<file path="config.mk">
export PLATFORM = sky130hd
export DESIGN_NAME = buzzer_note_sequencer
export DESIGN_NICKNAME = d
export VERILOG_FILES = /design/src/design/bns_pkg.sv /design/src/design/buzzer_note_sequencer.sv /design/src/design/bns_note_store.sv /design/src/design/bns_player.sv
export SDC_FILE = /design/constraint.sdc
export NUM_CORES = 1
export LEC_CHECK = 0
export BUFFER_PORTS_ARGS = -buffer_cell sky130_fd_sc_hd__clkbuf_2
export CORE_MARGIN = 2
export CORE_UTILIZATION = 49
export CTS_CLUSTER_DIAMETER = 80
export DETAILED_ROUTE_END_ITERATION = 8
export GPL_TIMING_DRIVEN = 0
export PLACE_DENSITY = 0.66
export SLEW_MARGIN = 20
export SYNTH_ARGS = -nofsm -noshare
export SYNTH_HDL_FRONTEND = slang
export SYNTH_HIERARCHICAL = 1
export SYNTH_SLANG_ARGS = --single-unit
</file>
<file path="constraint.sdc">
create_clock -name clock -period 8.1 [get_ports clock]
set_input_delay 2.43 -clock clock [delete_from_list [all_inputs] [get_ports clock]]
set_output_delay 2.43 -clock clock [all_outputs]
set_load 0.1 [all_outputs]
</file>
<file path="src/design/bns_pkg.sv">
// ----------------------------------------------------------------------------
// bns_pkg
// types and constants shared by the buzzer note sequencer modules
// ----------------------------------------------------------------------------
`default_nettype none

package bns_pkg;

   // note store depth and derived widths
   localparam int MAX_NOTES = 8;
   localparam int ADDR_W    = (MAX_NOTES > 1) ? $clog2(MAX_NOTES) : 1;
   localparam int CNT_W     = $clog2(MAX_NOTES + 1);

   // command codes
   localparam logic [1:0] CMD_TICK    = 2'd0;
   localparam logic [1:0] CMD_CLEAR   = 2'd1;
   localparam logic [1:0] CMD_ENQUEUE = 2'd2;
   localparam logic [1:0] CMD_START   = 2'd3;

   // duty after reset
   localparam logic [7:0] DUTY_RESET = 8'd64;

   typedef struct packed {
      logic [1:0]  command;
      logic [15:0] note_hz;
      logic [15:0] note_ms;
      logic [15:0] gap_ms;
   } req_word_type;

   typedef struct packed {
      logic        tone_on;
      logic [15:0] tone_hz;
      logic [7:0]  pwm_duty;
      logic        busy_res;
      logic        dropped;
   } rsp_word_type;

   typedef struct packed {
      logic [15:0] hz;
      logic [15:0] ms;
      logic [15:0] gap;
   } note_type;

   // player to note store control
   typedef struct packed {
      logic              clear;
      logic              wr_en;
      logic              rd_en;
      logic [ADDR_W-1:0] rd_addr;
   } store_ctl_type;

endpackage

`default_nettype wire

</file>
<file path="src/design/buzzer_note_sequencer.sv">
// ----------------------------------------------------------------------------
// buzzer_note_sequencer
// plays a bounded queue of notes as tone, duty and busy words, one per command
// ----------------------------------------------------------------------------
// Each command word gives exactly one result word. Clear, enqueue, and ticks
// and starts that fetch no note have their result registered from the cycle
// in which the word is taken. A start, or a tick that moves on to the next
// note, fetches that note when it is in the store: the note is read from the
// note store, whose read data is registered, and the input stalls during that
// fetch. A start or tick that runs past the last note clears the queue without
// a fetch. The input also stalls while an unread result is held.
// The tone duty register may be written at any time the block is idle and
// applies to the next result.
`default_nettype none

module buzzer_note_sequencer
   import bns_pkg::*;
(
   input  wire logic         clock,
   input  wire logic         reset,
   input  wire logic         req_valid,
   output logic              req_stall,
   input  wire req_word_type req_word,
   output logic              rsp_valid,
   input  wire logic         rsp_stall,
   output rsp_word_type      rsp_word,
   input  wire logic         csr_wr_en,
   input  wire logic [7:0]   csr_wr_data
);

   logic [7:0]       tone_duty_ff;
   logic [7:0]       tone_duty_in;
   store_ctl_type    store_ctl;
   note_type         wr_note;
   note_type         rd_note;
   logic [CNT_W-1:0] note_count;
   logic             full;

   // tone duty register
   assign tone_duty_in = csr_wr_en ? csr_wr_data : tone_duty_ff;

   always_ff @(posedge clock) begin
      if (reset) begin
         tone_duty_ff <= DUTY_RESET;
      end else begin
         tone_duty_ff <= tone_duty_in;
      end
   end

   // note fields of an enqueue word
   assign wr_note.hz  = req_word.note_hz;
   assign wr_note.ms  = req_word.note_ms;
   assign wr_note.gap = req_word.gap_ms;

   bns_note_store u_store (
      .clock      (clock),
      .reset      (reset),
      .ctl        (store_ctl),
      .wr_note    (wr_note),
      .rd_note    (rd_note),
      .note_count (note_count),
      .full       (full)
   );

   bns_player u_player (
      .clock      (clock),
      .reset      (reset),
      .req_valid  (req_valid),
      .req_stall  (req_stall),
      .req_word   (req_word),
      .rsp_valid  (rsp_valid),
      .rsp_stall  (rsp_stall),
      .rsp_word   (rsp_word),
      .tone_duty  (tone_duty_ff),
      .store_ctl  (store_ctl),
      .rd_note    (rd_note),
      .note_count (note_count),
      .full       (full)
   );

endmodule

`default_nettype wire

</file>
<file path="src/design/bns_note_store.sv">
// ----------------------------------------------------------------------------
// bns_note_store
// note memory with registered read and the fill count that appends go to
// ----------------------------------------------------------------------------
`default_nettype none

module bns_note_store
   import bns_pkg::*;
(
   input  wire logic          clock,
   input  wire logic          reset,
   input  wire store_ctl_type ctl,
   input  wire note_type      wr_note,
   output note_type           rd_note,
   output logic [CNT_W-1:0]   note_count,
   output logic               full
);

   note_type         note_mem [MAX_NOTES];
   note_type         rd_data_ff;
   logic [CNT_W-1:0] count_ff;
   logic [CNT_W-1:0] count_in;

   // append at the fill count, read one entry per request
   always_ff @(posedge clock) begin
      if (ctl.wr_en) begin
         note_mem[count_ff[ADDR_W-1:0]] <= wr_note;
      end
      if (ctl.rd_en) begin
         rd_data_ff <= note_mem[ctl.rd_addr];
      end
   end

   // fill count
   always_comb begin
      count_in = count_ff;
      if (ctl.clear) begin
         count_in = '0;
      end else if (ctl.wr_en) begin
         count_in = count_ff + CNT_W'(1);
      end
   end

   always_ff @(posedge clock) begin
      if (reset) begin
         count_ff <= '0;
      end else begin
         count_ff <= count_in;
      end
   end

   assign rd_note    = rd_data_ff;
   assign note_count = count_ff;
   assign full       = (count_ff == CNT_W'(MAX_NOTES));

endmodule

`default_nettype wire

</file>
<file path="src/design/bns_player.sv">
// ----------------------------------------------------------------------------
// bns_player
// command decode, phase timing, note load sequencing and result register
// ----------------------------------------------------------------------------
`default_nettype none

module bns_player
   import bns_pkg::*;
(
   input  wire logic             clock,
   input  wire logic             reset,
   input  wire logic             req_valid,
   output logic                  req_stall,
   input  wire req_word_type     req_word,
   output logic                  rsp_valid,
   input  wire logic             rsp_stall,
   output rsp_word_type          rsp_word,
   input  wire logic [7:0]       tone_duty,
   output store_ctl_type         store_ctl,
   input  wire note_type         rd_note,
   input  wire logic [CNT_W-1:0] note_count,
   input  wire logic             full
);

   localparam logic ST_IDLE = 1'b0;
   localparam logic ST_LOAD = 1'b1;

   logic             state_ff, state_in;
   logic [CNT_W-1:0] play_idx_ff, play_idx_in;
   logic             sounding_ff, sounding_in;
   logic             in_gap_ff, in_gap_in;
   logic [15:0]      remain_ff, remain_in;
   logic [15:0]      cur_hz_ff, cur_hz_in;
   logic [15:0]      cur_gap_ff, cur_gap_in;
   logic             rsp_valid_ff, rsp_valid_in;
   rsp_word_type     rsp_word_ff, rsp_word_in;

   logic             req_accept;
   logic             begin_req;
   logic [CNT_W-1:0] begin_idx;
   logic             clear_all;
   logic             wr_en;
   logic             rd_en;
   logic             dropped;
   logic             rsp_load;
   logic [15:0]      remain_dec;
   logic [CNT_W-1:0] cnt_next;

   // a word is taken unless a note load is pending or the result is held
   assign req_stall  = (state_ff == ST_LOAD) || (rsp_valid_ff && rsp_stall);
   assign req_accept = req_valid && !req_stall;

   assign remain_dec = (remain_ff == 16'd0) ? 16'd0 : remain_ff - 16'd1;

   // next state of the playback phase
   always_comb begin
      state_in    = state_ff;
      play_idx_in = play_idx_ff;
      sounding_in = sounding_ff;
      in_gap_in   = in_gap_ff;
      remain_in   = remain_ff;
      cur_hz_in   = cur_hz_ff;
      cur_gap_in  = cur_gap_ff;
      begin_req   = 1'b0;
      begin_idx   = play_idx_ff;
      clear_all   = 1'b0;
      wr_en       = 1'b0;
      rd_en       = 1'b0;
      dropped     = 1'b0;
      rsp_load    = 1'b0;

      if (state_ff == ST_LOAD) begin
         // note data is back from the store: start its tone or rest
         sounding_in = (rd_note.hz != 16'd0);
         in_gap_in   = (rd_note.hz == 16'd0);
         cur_hz_in   = rd_note.hz;
         remain_in   = rd_note.ms;
         cur_gap_in  = rd_note.gap;
         state_in    = ST_IDLE;
         rsp_load    = 1'b1;
      end else if (req_accept) begin
         unique case (req_word.command)
            CMD_TICK: begin
               if (note_count != '0) begin
                  remain_in = remain_dec;
                  if (remain_dec == 16'd0) begin
                     if (sounding_ff && !in_gap_ff) begin
                        sounding_in = 1'b0;
                        cur_hz_in   = 16'd0;
                        if (cur_gap_ff != 16'd0) begin
                           in_gap_in = 1'b1;
                           remain_in = cur_gap_ff;
                        end else begin
                           begin_req = 1'b1;
                           begin_idx = play_idx_ff + CNT_W'(1);
                        end
                     end else if (in_gap_ff) begin
                        in_gap_in = 1'b0;
                        begin_req = 1'b1;
                        begin_idx = play_idx_ff + CNT_W'(1);
                     end
                  end
               end
            end
            CMD_CLEAR: begin
               clear_all = 1'b1;
            end
            CMD_ENQUEUE: begin
               if (full) begin
                  dropped = 1'b1;
               end else begin
                  wr_en = 1'b1;
               end
            end
            CMD_START: begin
               begin_req = 1'b1;
               begin_idx = play_idx_ff;
            end
            default: begin
               clear_all = 1'b0;
            end
         endcase

         // begin a note: past the end the queue clears, else load it
         if (begin_req) begin
            if (begin_idx >= note_count) begin
               clear_all = 1'b1;
            end else begin
               rd_en       = 1'b1;
               play_idx_in = begin_idx;
               state_in    = ST_LOAD;
            end
         end

         if (clear_all) begin
            play_idx_in = '0;
            sounding_in = 1'b0;
            in_gap_in   = 1'b0;
            remain_in   = 16'd0;
            cur_hz_in   = 16'd0;
         end

         rsp_load = (state_in == ST_IDLE);
      end
   end

   // store control; entries being played never share an address with an append
   assign store_ctl.clear   = clear_all;
   assign store_ctl.wr_en   = wr_en;
   assign store_ctl.rd_en   = rd_en;
   assign store_ctl.rd_addr = begin_idx[ADDR_W-1:0];

   // fill count as it stands after this word
   always_comb begin
      cnt_next = note_count;
      if (clear_all) begin
         cnt_next = '0;
      end else if (wr_en) begin
         cnt_next = note_count + CNT_W'(1);
      end
   end

   // result word
   always_comb begin
      rsp_word_in.tone_on  = sounding_in;
      rsp_word_in.tone_hz  = sounding_in ? cur_hz_in : 16'd0;
      rsp_word_in.pwm_duty = sounding_in ? tone_duty : 8'd0;
      rsp_word_in.busy_res = (cnt_next != '0);
      rsp_word_in.dropped  = dropped;
      rsp_valid_in         = rsp_load || (rsp_valid_ff && rsp_stall);
   end

   always_ff @(posedge clock) begin
      if (reset) begin
         state_ff     <= ST_IDLE;
         play_idx_ff  <= '0;
         sounding_ff  <= 1'b0;
         in_gap_ff    <= 1'b0;
         remain_ff    <= 16'd0;
         cur_hz_ff    <= 16'd0;
         rsp_valid_ff <= 1'b0;
      end else begin
         state_ff     <= state_in;
         play_idx_ff  <= play_idx_in;
         sounding_ff  <= sounding_in;
         in_gap_ff    <= in_gap_in;
         remain_ff    <= remain_in;
         cur_hz_ff    <= cur_hz_in;
         rsp_valid_ff <= rsp_valid_in;
      end
   end

   // payload registers
   always_ff @(posedge clock) begin
      cur_gap_ff <= cur_gap_in;
      if (rsp_load) begin
         rsp_word_ff <= rsp_word_in;
      end
   end

   assign rsp_valid = rsp_valid_ff;
   assign rsp_word  = rsp_word_ff;

endmodule

`default_nettype wire

</file>
==> impl_metrics.json <==
{
  "synth_nets": 1162,
  "fp.dieArea_um2": 44300,
  "switchingPower_mw": 1.20,
  "hp-class": "reg -> reg",
  "overflow": 0,
  "htree_levels": 2,
  "avgSynthCellArea_um2": 19.3,
  "yosysWarnings": 6,
  "clock_latency_ps": 600,
  "powerDensity_nw_per_um2": 230,
  "setup_viol": 0,
  "portBuffers": 90,
  "grt_pass1_wl_mm": 65.5,
  "ctsResizeCount": 0,
  "die_w_um": 210,
  "die_h_um": 210,
  "synth_async_sr_flop_share_pct": 0,
  "cts_tree": "done",
  "synth_top_area_share_pct": 68.3,
  "layout.nets": 1341,
  "maxClockFrequency_ghz": 0.171,
  "grt_max_degree": 49,
  "drive_gt1_share_pct": 32.0,
  "tightestPinTransition_ps": 1030,
  "wl_mm": 42.9,
  "detail-route-antenna-nets": 0,
  "rr_startpoint": "u_player/remain_ff[0]$_SDFFE_PP0P_",
  "dpl.hpwl_mm": 28.4,
  "post-cts-setup-buffers": 0,
  "rows": 75,
  "cap_violations": 0,
  "setup.worst_path.start_class": "input pin",
  "cp.required_ps": 8430,
  "yosys.area.top_type": "edfxtp_1",
  "synth_enable_flop_cells": 475,
  "path_class": "in -> reg",
  "core-area_um2": 41900,
  "cp.arrival_ps": 6170,
  "vias": 10600,
  "area_growth_pct": 16.9,
  "postSynthCellCount": 1084,
  "grt_pass1_vias": 10800,
  "cts_made_buffers": 53,
  "ys.flop_type": "edfxtp_1",
  "dp_slack_ps": 1640,
  "min-delay-start": "u_store/rd_note[0]$_DFFE_PP_",
  "place_congestion": 0.889,
  "startpoint": "rsp_stall",
  "ys_seq_elements": 527,
  "end_kind": "flop",
  "ioPinCount": 92,
  "yosysSeqAreaShare_pct": 73.3,
  "drc_errors": 0,
  "setup_tns_ps": 0,
  "rsz0062_at_grt": "no",
  "layout_setup_ws_ps": 2260,
  "worstPathMaxFanout": 10,
  "postCtsHoldBufs": 0,
  "synth_area_um2": 20900,
  "slew_viol_final": 0,
  "path_clk_slew_ps": 60,
  "clockPowerShare_pct": 42.8,
  "clockBufferDepth": 3,
  "post-place-cells": 1747,
  "antenna_found_initial": 3,
  "initial_core_util_pct": 49.8,
  "cts-root-buf": "clkbuf_16",
  "combPwrFrac_pct": 4.1,
  "stdcell_count": 1848,
  "p_int_mw": 4.42,
  "power_leakage_nw": 8.07,
  "wl_per_cell_um": 23.2,
  "ir_worst_vdd_mv": 0.154,
  "viasPerCell": 5.72,
  "synthTopCellsByArea": "edfxtp_1 68%, mux4_2 10%, dfxtp_1 5.0%",
  "fin_crit_ps": 5840,
  "post_synth_num_cell_types": 74,
  "finClkSkew_ps": 15.2,
  "clock-sinks": 527,
  "status": "finished clean",
  "relSlewSlack_pct": 31.4,
  "fin_crit_sh_pct": 72.0,
  "drtIter0Drc": 819,
  "dr.pass1.iters": 4,
  "switching_share_pct": 21.3,
  "hold_violations": 0,
  "grt_use_total_pct": 19.9,
  "power_frac_seq_pct": 53.1
}
## state kept, by name (all words and copies together), names as in the netlist, 4 cells and up
signal and flops:
u_player/cur_gap_ff 16, u_player/cur_hz_ff 16, u_player/rsp_word 27, u_player/remain_ff 16, u_store/note_count 4, tone_duty_ff 8
u_player/play_idx_ff 4, u_store/note_mem 384, u_store/rd_note 48
## power by group through the flow
stage          registers [mW]  logic (mW)  clock network [mW]
5_1_grt                  2.99       0.246                2.56
2_1_floorplan            3.09      0.0986                   0
6_report                 2.99       0.229                2.40
4_1_cts                  2.99       0.228                2.45
3_5_place_dp             3.04       0.228                   0
3_3_place_gp             3.05       0.218                   0
## Yosys cell counts, drive strengths merged, types with 3 or more instances
| cell type | count |
|---|---|
| edfxtp | 475 |
| mux4 | 96 |
| nor2 | 62 |
| dfxtp | 52 |
| mux2 | 48 |
| nand2 | 38 |
| buf | 32 |
| mux2i | 26 |
| inv | 23 |
| nor3 | 20 |
| clkbuf | 19 |
| o21ai | 17 |
| ha | 15 |
| nor4 | 15 |
| a21oi | 14 |
| a31oi | 14 |
| o31ai | 14 |
| and2 | 11 |
| xnor2 | 11 |
| xor2 | 8 |
| nand3 | 7 |
| and3 | 6 |
| nand4 | 6 |
| o22ai | 6 |
| a221oi | 4 |
| a211oi | 3 |
| a41oi | 3 |
| nor2b | 3 |
| or4 | 3 |
## kinds of logic (layout without fill, tap and decap cells)
group / after synthesis / in the layout / share of synthesized area (%)
multiplexers: 170 / 170 / 15.0
AO/OA/AOI/OAI: 95 / 95 / 3.57
buffers and inverters: 74 / 298 / 2.07
AND/OR/NAND/NOR: 184 / 184 / 4.36
XOR/XNOR: 19 / 19 / 0.797
flip-flops: 527 / 527 / 73.3
adder cells (fa/ha/maj): 15 / 15 / 0.899
other: 0 / 1 / 0
## final timing paths
check                                      endpoint  slack (ps)  cells after the start
setup / recovery      u_store/rd_note[14]$_DFFE_PP_        2260                     12
hold / removal     u_player/cur_gap_ff[0]$_DFFE_PP_         420                      0
setup reg to reg  u_player/cur_hz_ff[12]$_SDFF_PP0_        3130                     19
hold reg to reg    u_player/cur_gap_ff[0]$_DFFE_PP_         420                      0
## layer usage
layer	up-vias	track usage, %	share of wire (%)
li1	4741	-	-
met1	5466	27.3	43
met2	286	32.5	49
met3	71	3.59	4.9
met4	4	6.92	2.6
met5	-	0	0.061
## worst max-delay path: stages
cell,delay [ps]
clkbuf_2,80
a21oi_1,220
and2_1,170
clkbuf_1,400
clkbuf_1,540
and3_1,260
xnor2_1,110
clkbuf_1,500
buf_2,400
buf_2,380
mux4_2,360
mux2_4,300
## cells in the final DEF (no fill, tap or decap), types with 26 or more instances in the layout
cell type  instances
nor2_1            56
nand2_1           38
clkbuf_2          91
edfxtp_1         475
mux2_4            40
clkbuf_16         53
dfxtp_1           52
mux4_2            93
mux2i_1           26
clkbuf_1          26
## final cells by class
class	instances	area (um^2)
diodes	1	2.50
plain buffers	51	345
clock buffers	62	1370
clock inverters	38	365
fillers	3059	17500
inverters	23	86.3
multi-input cells	483	5190
flip-flops and latches	527	15300
well taps	539	674
repair buffers	124	1060
## metrics by stage
step	power, mW	util (%)	cell area [um^2]	hold slack [ps]
6_report	5.62	58.2	24400	418
5_1_grt	5.79	58.2	24400	419
4_1_cts	5.67	58.2	24400	419
3_5_place_dp	3.27	54.0	22700	405
3_3_place_gp	3.26	52.4	22000	406
2_1_floorplan	3.19	-	20900	400
(Power assumes the default switching activity.)
